--- src/hdl/srp_pkg.sv ---
// Package for the scheduling request block: command and register codes,
// field widths and register reset values. Depends on nothing.
package srp_pkg;

    localparam int unsigned TTI_W      = 14;
    localparam int unsigned COUNT_W    = 7;
    localparam int unsigned PERIOD_W   = 8;
    localparam int unsigned PROHIBIT_W = 10;
    localparam int unsigned CFG_DATA_W = 10;
    localparam int unsigned CFG_IDX_W  = 2;

    // TTI numbering wraps at this value.
    localparam logic [TTI_W-1:0] TTI_WRAP = 14'd10240;

    // Configuration register values after reset.
    localparam logic                  SR_ENABLE_RST       = 1'b0;
    localparam logic [COUNT_W-1:0]    MAX_ATTEMPTS_RST    = 7'd4;
    localparam logic [PERIOD_W-1:0]   SEND_PERIOD_RST     = 8'd10;
    localparam logic [PROHIBIT_W-1:0] PROHIBIT_LENGTH_RST = 10'd0;

    typedef enum logic [1:0] {
        CMD_STEP    = 2'd0,
        CMD_TRIGGER = 2'd1,
        CMD_GRANT   = 2'd2,
        CMD_RESET   = 2'd3
    } command_t;

    typedef enum logic [CFG_IDX_W-1:0] {
        REG_SR_ENABLE       = 2'd0,
        REG_MAX_ATTEMPTS    = 2'd1,
        REG_SEND_PERIOD     = 2'd2,
        REG_PROHIBIT_LENGTH = 2'd3
    } cfg_index_t;

endpackage

--- src/hdl/scheduling_request_procedure.sv ---
// Scheduling request state machine of a user equipment, one event word per clock.
// Depends on srp_pkg for command codes, register indexes, widths and reset values.
//
//  channel   | handshake                       | payload
//  ----------+---------------------------------+------------------------------------------
//  event in  | cmd_valid / cmd_ready           | command, tti_now
//  result    | res_valid / res_ready           | sent_now, failed_now, succeeded_now,
//            |                                 | is_pending, attempts_made
//  config    | cfg_write_en (no wait)          | cfg_index, cfg_data
//
// Each event word is decoded against the procedure state in the cycle it is
// accepted; the new state and the result word are registered at that edge, and
// one word can be accepted every cycle. cmd_ready is high whenever the result
// register is empty or is being drained in the same cycle, so the only stall is
// a result word that the consumer has not taken. Reset (rst_n low, asynchronous)
// empties the result register, returns the procedure to idle and loads the
// configuration registers with their defaults.
module scheduling_request_procedure
(
    input  logic                              clk,
    input  logic                              rst_n,

    input  logic                              cmd_valid,
    output logic                              cmd_ready,
    input  logic [1:0]                        command,
    input  logic [srp_pkg::TTI_W-1:0]         tti_now,

    output logic                              res_valid,
    input  logic                              res_ready,
    output logic                              sent_now,
    output logic                              failed_now,
    output logic                              succeeded_now,
    output logic                              is_pending,
    output logic [srp_pkg::COUNT_W-1:0]       attempts_made,

    input  logic                              cfg_write_en,
    input  logic [srp_pkg::CFG_IDX_W-1:0]     cfg_index,
    input  logic [srp_pkg::CFG_DATA_W-1:0]    cfg_data
);

    // Configuration registers.
    logic                                sr_enable_reg;
    logic [srp_pkg::COUNT_W-1:0]         max_attempts_reg;
    logic [srp_pkg::PERIOD_W-1:0]        send_period_reg;
    logic [srp_pkg::PROHIBIT_W-1:0]      prohibit_length_reg;

    // Procedure state.
    logic                                pending_reg,       pending_next;
    logic [srp_pkg::COUNT_W-1:0]         attempt_reg,       attempt_next;
    logic [srp_pkg::TTI_W-1:0]           last_tti_reg,      last_tti_next;
    logic                                ever_sent_reg,     ever_sent_next;
    logic [srp_pkg::PROHIBIT_W-1:0]      prohibit_reg,      prohibit_next;

    // Result register.
    logic                                res_valid_reg;
    logic                                sent_reg,          sent_next;
    logic                                failed_reg,        failed_next;
    logic                                ok_reg,            ok_next;

    logic                                accept;
    logic                                usable;
    logic                                period_passed;
    logic [srp_pkg::TTI_W-1:0]           back_gap;
    logic [srp_pkg::TTI_W-1:0]           gap;
    logic [srp_pkg::PROHIBIT_W-1:0]      prohibit_dec;

    assign cmd_ready = !res_valid_reg || res_ready;
    assign accept    = cmd_valid && cmd_ready;

    // A set enable with a zero attempt limit counts as no resource at all.
    assign usable = sr_enable_reg && (max_attempts_reg != '0);

    // Interval since the last send. When the TTI has wrapped, the interval is
    // the wrap length less the backward distance; a backward distance beyond
    // the wrap length can only come from out-of-range TTIs and counts as passed.
    assign back_gap = last_tti_reg - tti_now;
    assign gap      = (tti_now >= last_tti_reg) ? (tti_now - last_tti_reg)
                                                : (srp_pkg::TTI_WRAP - back_gap);

    always_comb
    begin
        priority if (!ever_sent_reg)
        begin
            period_passed = 1'b1;
        end
        else if (tti_now < last_tti_reg && back_gap > srp_pkg::TTI_WRAP)
        begin
            period_passed = 1'b1;
        end
        else
        begin
            period_passed = (gap >= {{(srp_pkg::TTI_W - srp_pkg::PERIOD_W){1'b0}},
                                     send_period_reg});
        end
    end

    // The prohibit timer counts down first on every step of a pending request.
    assign prohibit_dec = (prohibit_reg != '0) ? (prohibit_reg - 1'b1) : prohibit_reg;

    always_comb
    begin
        pending_next   = pending_reg;
        attempt_next   = attempt_reg;
        last_tti_next  = last_tti_reg;
        ever_sent_next = ever_sent_reg;
        prohibit_next  = prohibit_reg;
        sent_next      = 1'b0;
        failed_next    = 1'b0;
        ok_next        = 1'b0;

        unique case (srp_pkg::command_t'(command))
            srp_pkg::CMD_STEP:
            begin
                if (pending_reg)
                begin
                    prohibit_next = prohibit_dec;
                    if (usable)
                    begin
                        if (attempt_reg < max_attempts_reg)
                        begin
                            if (prohibit_dec == '0 &&
                                (attempt_reg == '0 || period_passed))
                            begin
                                attempt_next   = attempt_reg + 1'b1;
                                last_tti_next  = tti_now;
                                ever_sent_next = 1'b1;
                                prohibit_next  = prohibit_length_reg;
                                sent_next      = 1'b1;
                            end
                        end
                        else if (period_passed)
                        begin
                            failed_next = 1'b1;
                        end
                    end
                    else
                    begin
                        failed_next = 1'b1;
                    end

                    if (failed_next)
                    begin
                        pending_next = 1'b0;
                        attempt_next = '0;
                    end
                end
            end

            srp_pkg::CMD_TRIGGER:
            begin
                // A trigger while already pending does not restart the count.
                if (usable && !pending_reg)
                begin
                    pending_next = 1'b1;
                    attempt_next = '0;
                end
            end

            srp_pkg::CMD_GRANT:
            begin
                if (pending_reg)
                begin
                    ok_next       = (attempt_reg != '0);
                    pending_next  = 1'b0;
                    attempt_next  = '0;
                    prohibit_next = '0;
                end
            end

            srp_pkg::CMD_RESET:
            begin
                // The last send TTI and the sent flag survive a reset command.
                pending_next  = 1'b0;
                attempt_next  = '0;
                prohibit_next = '0;
            end
        endcase
    end

    always_ff @(posedge clk or negedge rst_n)
    begin
        if (!rst_n)
        begin
            sr_enable_reg       <= srp_pkg::SR_ENABLE_RST;
            max_attempts_reg    <= srp_pkg::MAX_ATTEMPTS_RST;
            send_period_reg     <= srp_pkg::SEND_PERIOD_RST;
            prohibit_length_reg <= srp_pkg::PROHIBIT_LENGTH_RST;
        end
        else if (cfg_write_en)
        begin
            unique case (srp_pkg::cfg_index_t'(cfg_index))
                srp_pkg::REG_SR_ENABLE:
                    sr_enable_reg <= cfg_data[0];
                srp_pkg::REG_MAX_ATTEMPTS:
                    max_attempts_reg <= cfg_data[srp_pkg::COUNT_W-1:0];
                srp_pkg::REG_SEND_PERIOD:
                    send_period_reg <= cfg_data[srp_pkg::PERIOD_W-1:0];
                srp_pkg::REG_PROHIBIT_LENGTH:
                    prohibit_length_reg <= cfg_data[srp_pkg::PROHIBIT_W-1:0];
            endcase
        end
    end

    always_ff @(posedge clk or negedge rst_n)
    begin
        if (!rst_n)
        begin
            pending_reg   <= 1'b0;
            attempt_reg   <= '0;
            last_tti_reg  <= '0;
            ever_sent_reg <= 1'b0;
            prohibit_reg  <= '0;
        end
        else if (accept)
        begin
            pending_reg   <= pending_next;
            attempt_reg   <= attempt_next;
            last_tti_reg  <= last_tti_next;
            ever_sent_reg <= ever_sent_next;
            prohibit_reg  <= prohibit_next;
        end
    end

    always_ff @(posedge clk or negedge rst_n)
    begin
        if (!rst_n)
        begin
            res_valid_reg <= 1'b0;
        end
        else if (accept)
        begin
            res_valid_reg <= 1'b1;
        end
        else if (res_ready)
        begin
            res_valid_reg <= 1'b0;
        end
    end

    // Result payload; the pending flag and count are read from the state
    // registers, which hold the values left by the word in the result register.
    always_ff @(posedge clk)
    begin
        if (accept)
        begin
            sent_reg   <= sent_next;
            failed_reg <= failed_next;
            ok_reg     <= ok_next;
        end
    end

    assign res_valid     = res_valid_reg;
    assign sent_now      = sent_reg;
    assign failed_now    = failed_reg;
    assign succeeded_now = ok_reg;
    assign is_pending    = pending_reg;
    assign attempts_made = attempt_reg;

endmodule

--- config.mk ---
export PLATFORM = sky130hd
export DESIGN_NAME = scheduling_request_procedure
export DESIGN_NICKNAME = d
export VERILOG_FILES = /design/src/hdl/srp_pkg.sv /design/src/hdl/scheduling_request_procedure.sv
export SDC_FILE = /design/constraint.sdc
export NUM_CORES = 1
export LEC_CHECK = 0
export BUFFER_PORTS_ARGS = -buffer_cell sky130_fd_sc_hd__buf_4
export CORE_MARGIN = 1.5
export CORE_UTILIZATION = 40
export CTS_CLUSTER_DIAMETER = 120
export DETAILED_ROUTE_END_ITERATION = 10
export GPL_ROUTABILITY_DRIVEN = 1
export PLACE_DENSITY = 0.58
export SYNTH_ARGS = -nofsm -noshare
export SYNTH_HDL_FRONTEND = slang
export SYNTH_SLANG_ARGS = --single-unit
--- constraint.sdc ---
create_clock -name clk -period 15.37 [get_ports clk]
set_input_delay 1.537 -clock clk [delete_from_list [all_inputs] [get_ports clk]]
set_output_delay 1.537 -clock clk [all_outputs]
set_load 0.02 [all_outputs]
* After elaboration in Yosys (flattened, before gate mapping)
Index checks and enable logic that the tools add are counted.
** Storage, ports and cells
- Register bits after elaboration :: 63
- Output and inout bits :: 13
- Bits of input ports :: 33
- Logic and storage cells :: 95
** Cells by class
- Mux-type cells :: 30
- Eq/ne operators :: 12
- Add/subtract/negate cells :: 5
- $lt $le $gt $ge :: 5
- Reductions and logical operators :: 30
** Operator list (count)
- 10-bit 2-to-1 mux :: 6
- 7-bit 2-to-1 mux :: 7
- 10-bit case mux with 3 select lines :: 1
- 7-bit case mux with 4 select lines :: 1
- 14-bit subtractor :: 2
- 14-bit >= comparator :: 1
- 14-bit by 8-bit >= comparator with 1-bit output :: 1
- 14-bit greater-than comparator, second input constant :: 1
- 14-bit less-than comparator :: 1
- 14-bit 2-to-1 mux :: 1
- 2-bit AND reduction :: 7
- 7-bit nonzero test :: 2
- 14-bit subtractor, first input constant :: 1
- 1-bit 2-to-1 mux :: 13
- 10-bit logical NOT :: 1
- 10-bit nonzero test :: 1
- 10-bit by 1-bit subtractor with 10-bit output, second input constant :: 1
- 3-bit != test, second input constant :: 3
- 2-bit equality test, second input constant :: 4
- 4-bit AND reduction :: 2
- 7-bit by 1-bit adder with 7-bit output, second input constant :: 1
- 7-bit logical NOT :: 1
- 7-bit less-than comparator :: 1
- 7-bit AND reduction :: 1
- other kinds (11) :: 21

* Depth between registers and ports, before layout
Gate-level depths: netlist (run 1).
- Depth after elaboration :: 14
- Mapped depth :: 23
- Gate-level depth less buffers :: 22

* Least setup slack after synthesis (run 1)
OpenSTA, ideal clock, no wires.
- Path kind :: input to register
- Start point :: input tti_now[3] in the netlist's numbering
- End point :: register last_tti_reg[13] in the netlist's numbering
- Library setup time :: 0.128 ns
- Arrival time :: 5.982 ns
- Setup slack :: 9.261 ns
- Required time :: 15.242 ns
- Path buffers :: 3
- Stages :: 21
- Path through :: inv_1 ha_1 clkbuf_1 nand3_1 a21oi_1 a21oi_1 o21ai_0 a31oi_1 clkbuf_1 mux2_2 ha_1 a21o_1 a21o_1 a211oi_1 o21bai_1 a31o_2 or3_1 a211oi_2 or4_1 buf_6 mux2_1
** Between the ends
- Word-level cells in the longest chain between the ends :: 9
** Ends and longest elaborated chain
- from (decl) :: line scheduling_request_procedure.sv:26 : input logic [srp_pkg::TTI_W-1:0] tti_now,
- 14-bit subtractor :: line scheduling_request_procedure.sv:76 : assign back_gap = last_tti_reg - tti_now;
- 14-bit subtractor :: line scheduling_request_procedure.sv:78 : : (srp_pkg::TTI_WRAP - back_gap);
- 14-bit 2-to-1 mux :: line scheduling_request_procedure.sv:77 : assign gap = (tti_now >= last_tti_reg) ? (tti_now - last_tti_reg)
- 14-bit by 8-bit >= comparator with 1-bit output :: line scheduling_request_procedure.sv:92 : period_passed = (gap >= {{(srp_pkg::TTI_W - srp_pkg::PERIOD_W){1'b0}},
- 1-bit 2-to-1 mux (*) :: line scheduling_request_procedure.sv:86 : else if (tti_now < last_tti_reg && back_gap > srp_pkg::TTI_WRAP)
- 1-bit 2-to-1 mux (*) :: line scheduling_request_procedure.sv:82 : priority if (!ever_sent_reg)
- 1-bit logical OR (*) :: line scheduling_request_procedure.sv:122 : (attempt_reg == '0 || period_passed))
- 1-bit logical AND (*) :: line scheduling_request_procedure.sv:121 : if (prohibit_dec == '0 &&
- 6-bit AND reduction (no source line) (*)
- to (signal assigned) :: line scheduling_request_procedure.sv:218 : last_tti_reg <= last_tti_next;
- to (decl) :: line scheduling_request_procedure.sv:50 : logic [srp_pkg::TTI_W-1:0] last_tti_reg, last_tti_next;
Every way passes the cells marked *; elsewhere a longest branch is shown, timed or not.
A chain may end at the register's enable or synchronous reset.

* Worst setup path in the final report (run 1)
- Start point :: input tti_now[3] in the netlist's numbering
- End point :: register attempt_reg (netlist bit attempts_made[5])
** Between the ends
- Word-level cells in the longest chain between the ends :: 14
** Ends and longest elaborated chain
- 14-bit subtractor :: line scheduling_request_procedure.sv:76
- 14-bit subtractor :: line scheduling_request_procedure.sv:78
- 14-bit 2-to-1 mux :: line scheduling_request_procedure.sv:77
- 14-bit by 8-bit >= comparator with 1-bit output :: line scheduling_request_procedure.sv:92
- 1-bit 2-to-1 mux (*) :: line scheduling_request_procedure.sv:86
- 1-bit 2-to-1 mux (*) :: line scheduling_request_procedure.sv:82
- 1-bit 2-to-1 mux :: line scheduling_request_procedure.sv:131 : else if (period_passed)
- 1-bit 2-to-1 mux :: line scheduling_request_procedure.sv:119 : if (attempt_reg < max_attempts_reg)
- 1-bit 2-to-1 mux :: line scheduling_request_procedure.sv:117 : if (usable)
- 1-bit 2-to-1 mux :: line scheduling_request_procedure.sv:114 : if (pending_reg)
- 1-bit 2-to-1 mux :: line scheduling_request_procedure.sv:111 : unique case (srp_pkg::command_t'(command))
- 7-bit 2-to-1 mux :: line scheduling_request_procedure.sv:141 : if (failed_next)
- 7-bit 2-to-1 mux :: line scheduling_request_procedure.sv:114
- 7-bit case mux with 4 select lines :: line scheduling_request_procedure.sv:111
- to (signal assigned) :: line scheduling_request_procedure.sv:217 : attempt_reg <= attempt_next;
- to (decl) :: line scheduling_request_procedure.sv:49 : logic [srp_pkg::COUNT_W-1:0] attempt_reg, attempt_next;
Every way passes the cells marked *; elsewhere a longest branch is shown, timed or not. The select of a mux whose other input is x is not followed.

==> results of run 1 <==
==> cells in the final DEF (no fill, tap or decap), drive strengths merged, types with 5 or more instances in the layout <==
master | synthesis | routed
nand2 | 33 | 33
o21bai | 5 | 5
a21oi | 36 | 36
a211oi | 8 | 8
xor2 | 5 | 5
nand4 | 6 | 6
mux2i | 16 | 16
and3 | 7 | 7
dfrtp | 57 | 57
nand3b | 6 | 6
nand2b | 9 | 9
nand3 | 15 | 15
ha | 45 | 45
or3 | 13 | 13
nor2 | 26 | 26
nor2b | 6 | 6
buf | 6 | 49
inv | 64 | 64
o21ai | 41 | 41
mux2 | 29 | 29
nor3 | 18 | 18
a21o | 15 | 15
xnor2 | 22 | 22
a31oi | 10 | 10
clkbuf | 12 | 11
==> worst paths after layout <==
check,start,end,slack (ns),depth (start not counted)
worst max-delay path,tti_now[3],attempts_made[5],8.99,21
worst min-delay path,ever_sent_reg,ever_sent_reg,0.48,1
worst max register to register,last_tti_reg[0],attempts_made[5],9.92,22
worst min register to register,ever_sent_reg,ever_sent_reg,0.48,1
max in group asynchronous,rst_n,prohibit_length_reg[6],13.57,1
min in group asynchronous,rst_n,attempts_made[2],1.28,1
==> power groups by stage <==
stage | clock [mW] | combinational, mW | sequential, mW
after global placement | 0 | 0.443 | 0.237
after floorplan | 0 | 0.348 | 0.232
after CTS | 0.220 | 0.452 | 0.236
final | 0.216 | 0.453 | 0.236
after global routing | 0.227 | 0.513 | 0.242
after detailed placement | 0 | 0.449 | 0.238
==> logic make-up (layout without fill, tap and decap cells) <==
family | count (synthesis) | count (layout) | share of synthesized area, %
and+or+nand+nor | 158 | 158 | 15.9
adders and majority gates | 47 | 47 | 11.6
DFF | 63 | 63 | 30.6
muxes | 45 | 45 | 9.34
xor gates and xnor gates | 27 | 27 | 4.54
AOI/OAI and AO/OA | 164 | 164 | 21.5
buffers and inverters | 82 | 129 | 6.58
==> cell type report <==
type                            instances  area share, %
Inverter                               64           4.00
Tap cell                              172           3.59
Timing Repair Buffer                   49           6.13
Clock inverter                          5          0.917
Clock buffer                           11           4.23
Sequential cell                        63           26.6
Multi-Input combinational cell        441           54.6
==> critical path: stages <==
cell	delay, ns
buf_4	0.08
inv_1	0.04
ha_1	0.50
a21oi_1	0.27
a21oi_1	0.15
a21oi_1	0.25
o21ai_0	0.15
a31oi_1	0.25
buf_4	0.24
mux2_2	0.36
ha_1	0.28
a21o_1	0.16
a21o_1	0.18
a211oi_1	0.24
o21bai_1	0.11
a31o_2	0.26
nor3_1	0.32
a211oi_1	0.12
a41oi_1	0.70
o21ai_0	0.24
a21oi_1	0.19
==> layer usage <==
layer / vias to the layer above / track usage, % / wire [um]
li1: 2208 / - / -
met1: 2108 / 24.8 / 5990
met2: 88 / 34.8 / 6120
met3: 20 / 2.47 / 385
met4: 0 / 8.84 / 330
met5: - / 0 / 0
==> metrics by stage <==
step / utilization [%] / std cells / hold WS (ns) / instance area, um^2
detailed placement: 44.9 / 789 / 0.461 / 5690
global route: 47.4 / 805 / 0.505 / 6000
finish: 47.4 / 805 / 0.483 / 6000
floorplan: - / 586 / 0.435 / 5210
CTS: 47.4 / 805 / 0.479 / 6000
global placement: 44.9 / 789 / 0.449 / 5690
==> impl_results.md, run 1 <==
- Run status: finished, final reports clean
- Fin. Hold Viols: 0
- Share of the clock period used by the worst path: 41.5%
- Maximum resistive drop on vdd: 0.0000679 V
- Register cell area after layout: 1600 um^2
- Achievable clock frequency: 0.157 GHz
- CTS hold repair buffers: 0
- Final routed wirelength across all metal layers: 12800 um
- Clock-pin slew on the worst setup and hold paths: 0.06 ns
- Area contributors post-synth: dfrtp_1 27%, ha_1 11%, mux2_2 6.0%
- I/O pin count: 46
- DP HPWL: 9660 um
- Number of nets with antenna violations after routing: 0
- Number of pins exceeding their max-slew limit in the final report: 0
- Area of combinational cells with multiple inputs: 3270 um^2
- Slack of the critical path: 8.99 ns
- Critical path class: in2reg
- Total number of nets in the final design: 708
- Cell area after technology mapping: 5210 um^2
- CTS Root Buffer Type: clkbuf_16
- Most frequently used cell type in the post-synthesis netlist: inv_1
- Crit path required time: 15.63 ns
- Number of H-tree levels: 3
- Clk_lat worst skew: 0.34 ns
- Via count of the first global-routing pass: 4399
- DR vias/cell: 5.50
- Largest net degree at the start of global routing: 61
- Antenna diodes: 0
- Crit path launch type: input pin
- Unrepaired setup endpoints after global routing: no
- Max reg flops: 14
- Arrival @ worst endpoint: 6.63 ns
- Clock share of power: 23.8%
- Core box area: 12700 um^2
- Power density over cell area: 151 nW/um^2
- Number of buffers between clock root and the deepest sink: 2
- Synth Instances: 586
- Share of synthesized area occupied by flip-flops and latches: 30.6%
- Total routing usage reported by global routing: 20.0%
- First-pass GRT wire length: 21200 um
- Routability-driven placement congestion ratio: 0.929
- Crit. End Element: flip-flop
- Total grt overflow: 0
- Number of endpoints failing setup at the final stage: 0
- FF+latch count, synth: 63
- Net Sw Power: 0.379 mW
- Pwr Total: 0.905 mW
- Violation count after the first detailed-route iteration: 213
- Num rows: 41
- TritonCTS clock tree: built
- Slew of the pin with the lowest slew margin: 0.895 ns
- Worst-case headroom to the max-slew limit: 39.6%
- Combinational share of power: 50.1%
- P_int: 0.526 mW
- Number of buffers created by CTS: 9
- Clock sink total: 63
- Number of max-capacitance violations reported: 0
- Area Overhead vs Synth: 15.1%
- Remaining DRCs: 0
- Number of warnings reported in the yosys synthesis log: 0
- Overall die width: 117 um
- Top cell types by occurrence after synthesis: 64 x inv_1, 57 x dfrtp_1, 45 x ha_1, 38 x o21ai_0, 34 x a21oi_1
- Fraction of final layout cells with drive strength greater than 1: 17.2%
- Leakage power figure: 2.81 nW
- Final-layout fill cell count: 1253
- Share of Yosys cell area claimed by the top area cell type: 27.4%
- Clock skew: 0.00667 ns
- Class of the worst hold path: reg2reg
- Min Tclk post-route: 6.38 ns
- Post-DR wirelength/cell: 15.9 um
- Via total after detailed routing: 4424
- Sequential fraction of design power: 26.1%
- Crit-path max FO: 16
- Syn nets: 666
- Area of the die: 13700 um^2
- Overall die height: 117 um
- Main flop type after synthesis: dfrtp_1
- Effective utilization at floorplan: 41.1%
- Initial DRT Pass Iterations: 5
- Leading area contributor after synthesis: dfrtp_1
- Post-CTS Resized: 0
- Post-CTS setup buffer count: 0
- Asr flop ratio synth: 95.2%
- Pre-CTS setup slack: 8.70 ns
- Post-synthesis cell type count: 67
- Syn Area/Cell: 8.90 um^2
- Sw frac: 41.8%
- IO Port Bufs: 45
- Initial antenna violation count: 0
- Final setup TNS: 0 ns
- Number of enable-type register cells in the synthesized netlist: 3
Note: power is estimated with default switching activity, not from simulation.
==> inputs of run 2 (changes only) <==
--- a/config.mk
+++ b/config.mk
@@ -11,7 +11,7 @@
 export CTS_CLUSTER_DIAMETER = 120
 export DETAILED_ROUTE_END_ITERATION = 10
 export GPL_ROUTABILITY_DRIVEN = 1
-export PLACE_DENSITY = 0.58
+export PLACE_DENSITY = 0.6
 export SYNTH_ARGS = -nofsm -noshare
 export SYNTH_HDL_FRONTEND = slang
 export SYNTH_SLANG_ARGS = --single-unit
==> constraint.sdc (replaced) <==
create_clock -name clk -period 5.45 [get_ports clk]
set_input_delay 0.545 -clock clk [delete_from_list [all_inputs] [get_ports clk]]
set_output_delay 0.545 -clock clk [all_outputs]
set_load 0.02 [all_outputs]
==> run 2 against run 1 <==
  * Sequential share of layout area is 0.19 points lower
  * Die area unchanged
  * Via count grew 1.4%
  * Power increased to 2.8 times the previous value
  * Critical path depth is 1 higher
  * First-iteration DRC count rose by 9.9%
  * Combinational power grew to 2.9 times the previous value
  * Utilization increased by 0.35 points
  * Non-clock buffer count increased by 8
  * Clock-buffer cell count is 1 lower
  * Setup slack got worse by 8.6 ns
  * Largest cell class unchanged
  * Highest routed layer unchanged
==> impl_results.md, run 2 (same netlist as run 1, synthesis figures left out) <==
- Violation count after the first detailed-route iteration: 234 (was 213)
- Min Tclk post-route: 5.05 ns
- Power density over cell area: 413 nW/um^2 (was 151 nW/um^2)
- Crit path launch type: flip-flop (was input pin)
- Class of the worst hold path: in2async (was reg2reg)
- Final setup TNS: 0 ns (unchanged)
- Capture point of the worst path: prohibit_reg[4] (was attempts_made[5])
- Area of the die: 13700 um^2 (unchanged)
- Clock skew: 0.00729 ns (was 0.00667 ns)
- Logic depth of the worst register-to-register path: 22 (unchanged)
- Number of endpoints failing setup at the final stage: 0 (unchanged)
- Antenna diodes: 0 (unchanged)
- Number of pins exceeding their max-slew limit in the final report: 0 (unchanged)
- Initial antenna violation count: 0 (unchanged)
- Overall die height: 117 um (unchanged)
- I/O pin count: 46 (unchanged)
- Clock-pin slew on the worst setup and hold paths: 0.06 ns (about the same)
- Largest net degree at the start of global routing: 61 (unchanged)
- Crit. End Element: flip-flop (unchanged)
- Share of the clock period used by the worst path: 92.6%
- Routability-driven placement congestion ratio: 0.919 (was 0.929)
- Achievable clock frequency: 0.198 GHz
- DR vias/cell: 5.52 (was 5.50)
- Maximum resistive drop on vdd: 0.000175 V (was 0.0000679 V)
- Clk_lat worst skew: 0.33 ns (was 0.34 ns)
- Pwr Total: 2.50 mW (was 0.905 mW)
- Post-DR wirelength/cell: 15.9 um (about the same)
- Fin. Hold Viols: 0 (unchanged)
- Setup slack of the worst register-to-register path: 0.40 ns (was 9.92 ns)
- Total grt overflow: 0 (unchanged)
- DP HPWL: 9850 um (was 9660 um)
- Number of buffers between clock root and the deepest sink: 2 (unchanged)
- Critical R2R Launch: last_tti_reg[0] (unchanged)
- Run status: finished, final reports clean (unchanged)
- First-pass GRT wire length: 21500 um (was 21200 um)
- Crit-path max FO: 6 (was 16)
- Number of buffers created by CTS: 9 (unchanged)
- IO Port Bufs: 45 (unchanged)
- Pre-CTS setup slack: 0.0753 ns (was 8.70 ns)
- Number of H-tree levels: 3 (unchanged)
- Num rows: 41 (unchanged)
- Final routed wirelength across all metal layers: 12900 um (was 12800 um)
- Crit path required time: 5.66 ns (was 15.63 ns)
- Number of max-capacitance violations reported: 0 (unchanged)
- Core box area: 12700 um^2 (unchanged)
- Commonest non-fill, non-tap cell in the layout: inv_1 (unchanged)
- Leakage power figure: 2.84 nW (was 2.81 nW)
- Via count of the first global-routing pass: 4455 (was 4399)
- Max reg flops: 14 (unchanged)
- Fraction of final layout cells with drive strength greater than 1: 18.6% (was 17.2%)
- Critical Path Start: last_tti_reg[0] (was tti_now[3])
- Total number of nets in the final design: 716 (was 708)
- Arrival @ worst endpoint: 5.26 ns (was 6.63 ns)
- Remaining DRCs: 0 (unchanged)
- Worst-case headroom to the max-slew limit: 27.7% (was 39.6%)
- Critical path class: reg2reg (was in2reg)
- Overall die width: 117 um (unchanged)
- Via total after detailed routing: 4487 (was 4424)
- Commonest cells after routing, fill and taps aside: 64 x inv_1, 57 x dfrtp_1, 56 x buf_4 (was 64 x inv_1, 57 x dfrtp_1, 49 x buf_4)
- Area Overhead vs Synth: 16.0% (was 15.1%)
- Unrepaired setup endpoints after global routing: no (unchanged)
- Total routing usage reported by global routing: 20.1% (was 20.0%)
- Effective utilization at floorplan: 41.1% (unchanged)
- TritonCTS clock tree: built (unchanged)
- Tightest hold margin: 0.305 ns (was 0.483 ns)
- Number of nets with antenna violations after routing: 0 (unchanged)
- Clock sink total: 63 (unchanged)
- CTS hold repair buffers: 0 (unchanged)
- Worst reg2reg endpoint: prohibit_reg[4] (was attempts_made[5])
- Initial DRT Pass Iterations: 5 (unchanged)
- Slew of the pin with the lowest slew margin: 1.08 ns (was 0.895 ns)
- CTS Root Buffer Type: clkbuf_16 (unchanged)
- Slack of the critical path: 0.401 ns (was 8.99 ns)
## run 2: stage by stage
stage	util (%)	std cells	area, um^2
after global routing	47.7	813	6050
after global placement	45.4	795	5750
after detailed placement	45.4	795	5750
after CTS	47.5	811	6020
after floorplan	-	586	5210
final	47.7	813	6050
## run 2: cell type report
type | count | area (um^2)
fillers | 1274 | 6630
multi-input cells | 441 | 3290
flip-flops and latches | 63 | 1600
repair buffers | 57 | 440
inverters | 64 | 240
clock buffers | 10 | 229
well taps | 172 | 215
clock inverters | 6 | 37.5
## run 2: power breakdown
group	internal [mW]	switching (mW)	total, mW
Sequential	0.575	0.0909	0.666
Clock	0.305	0.216	0.521
Combinational	0.541	0.767	1.31
## run 2: per-layer routing
| metal | global-route usage (%) | part of all wire, % | wire, um |
|---|---|---|---|
| met5 | 0 | 0 | 0 |
| met1 | 23.9 | 44 | 5650 |
| met3 | 3.86 | 4.0 | 512 |
| met2 | 36.1 | 50 | 6450 |
| met4 | 7.15 | 2.2 | 282 |
## run 2: critical path, stage by stage, from the launching register on
cell	delay (ns)
dfrtp_1	0.38
inv_1	0.07
ha_1	0.17
inv_1	0.06
fa_1	0.44
a21o_1	0.26
or4b_1	0.50
a221oi_2	0.26
a21oi_2	0.10
and2_1	0.20
nor3_2	0.18
xnor2_1	0.08
a21oi_1	0.18
xor2_1	0.17
ha_1	0.26
nand2_1	0.07
nand3b_1	0.07
a31o_2	0.23
or3_1	0.39
a211oi_2	0.20
buf_4	0.16
nor3_1	0.10
a311o_1	0.39
## run 2: worst min-delay path by stage
stage	depth (start not counted)	to	slack, ns	start
after CTS	1	is_pending	0.33	rst_n
final	1	prohibit_reg[9]	0.30	rst_n
after global routing	1	attempts_made[1]	0.37	rst_n
after floorplan	0	attempts_made[0]	0.25	rst_n
after detailed placement	1	ever_sent_reg	0.46	ever_sent_reg
after global placement	1	ever_sent_reg	0.46	ever_sent_reg
## run 2: repair_timing
item,CTS,global route
buffers inserted,0,2
resized for setup,0,3
endpoints found under the setup margin,0,19
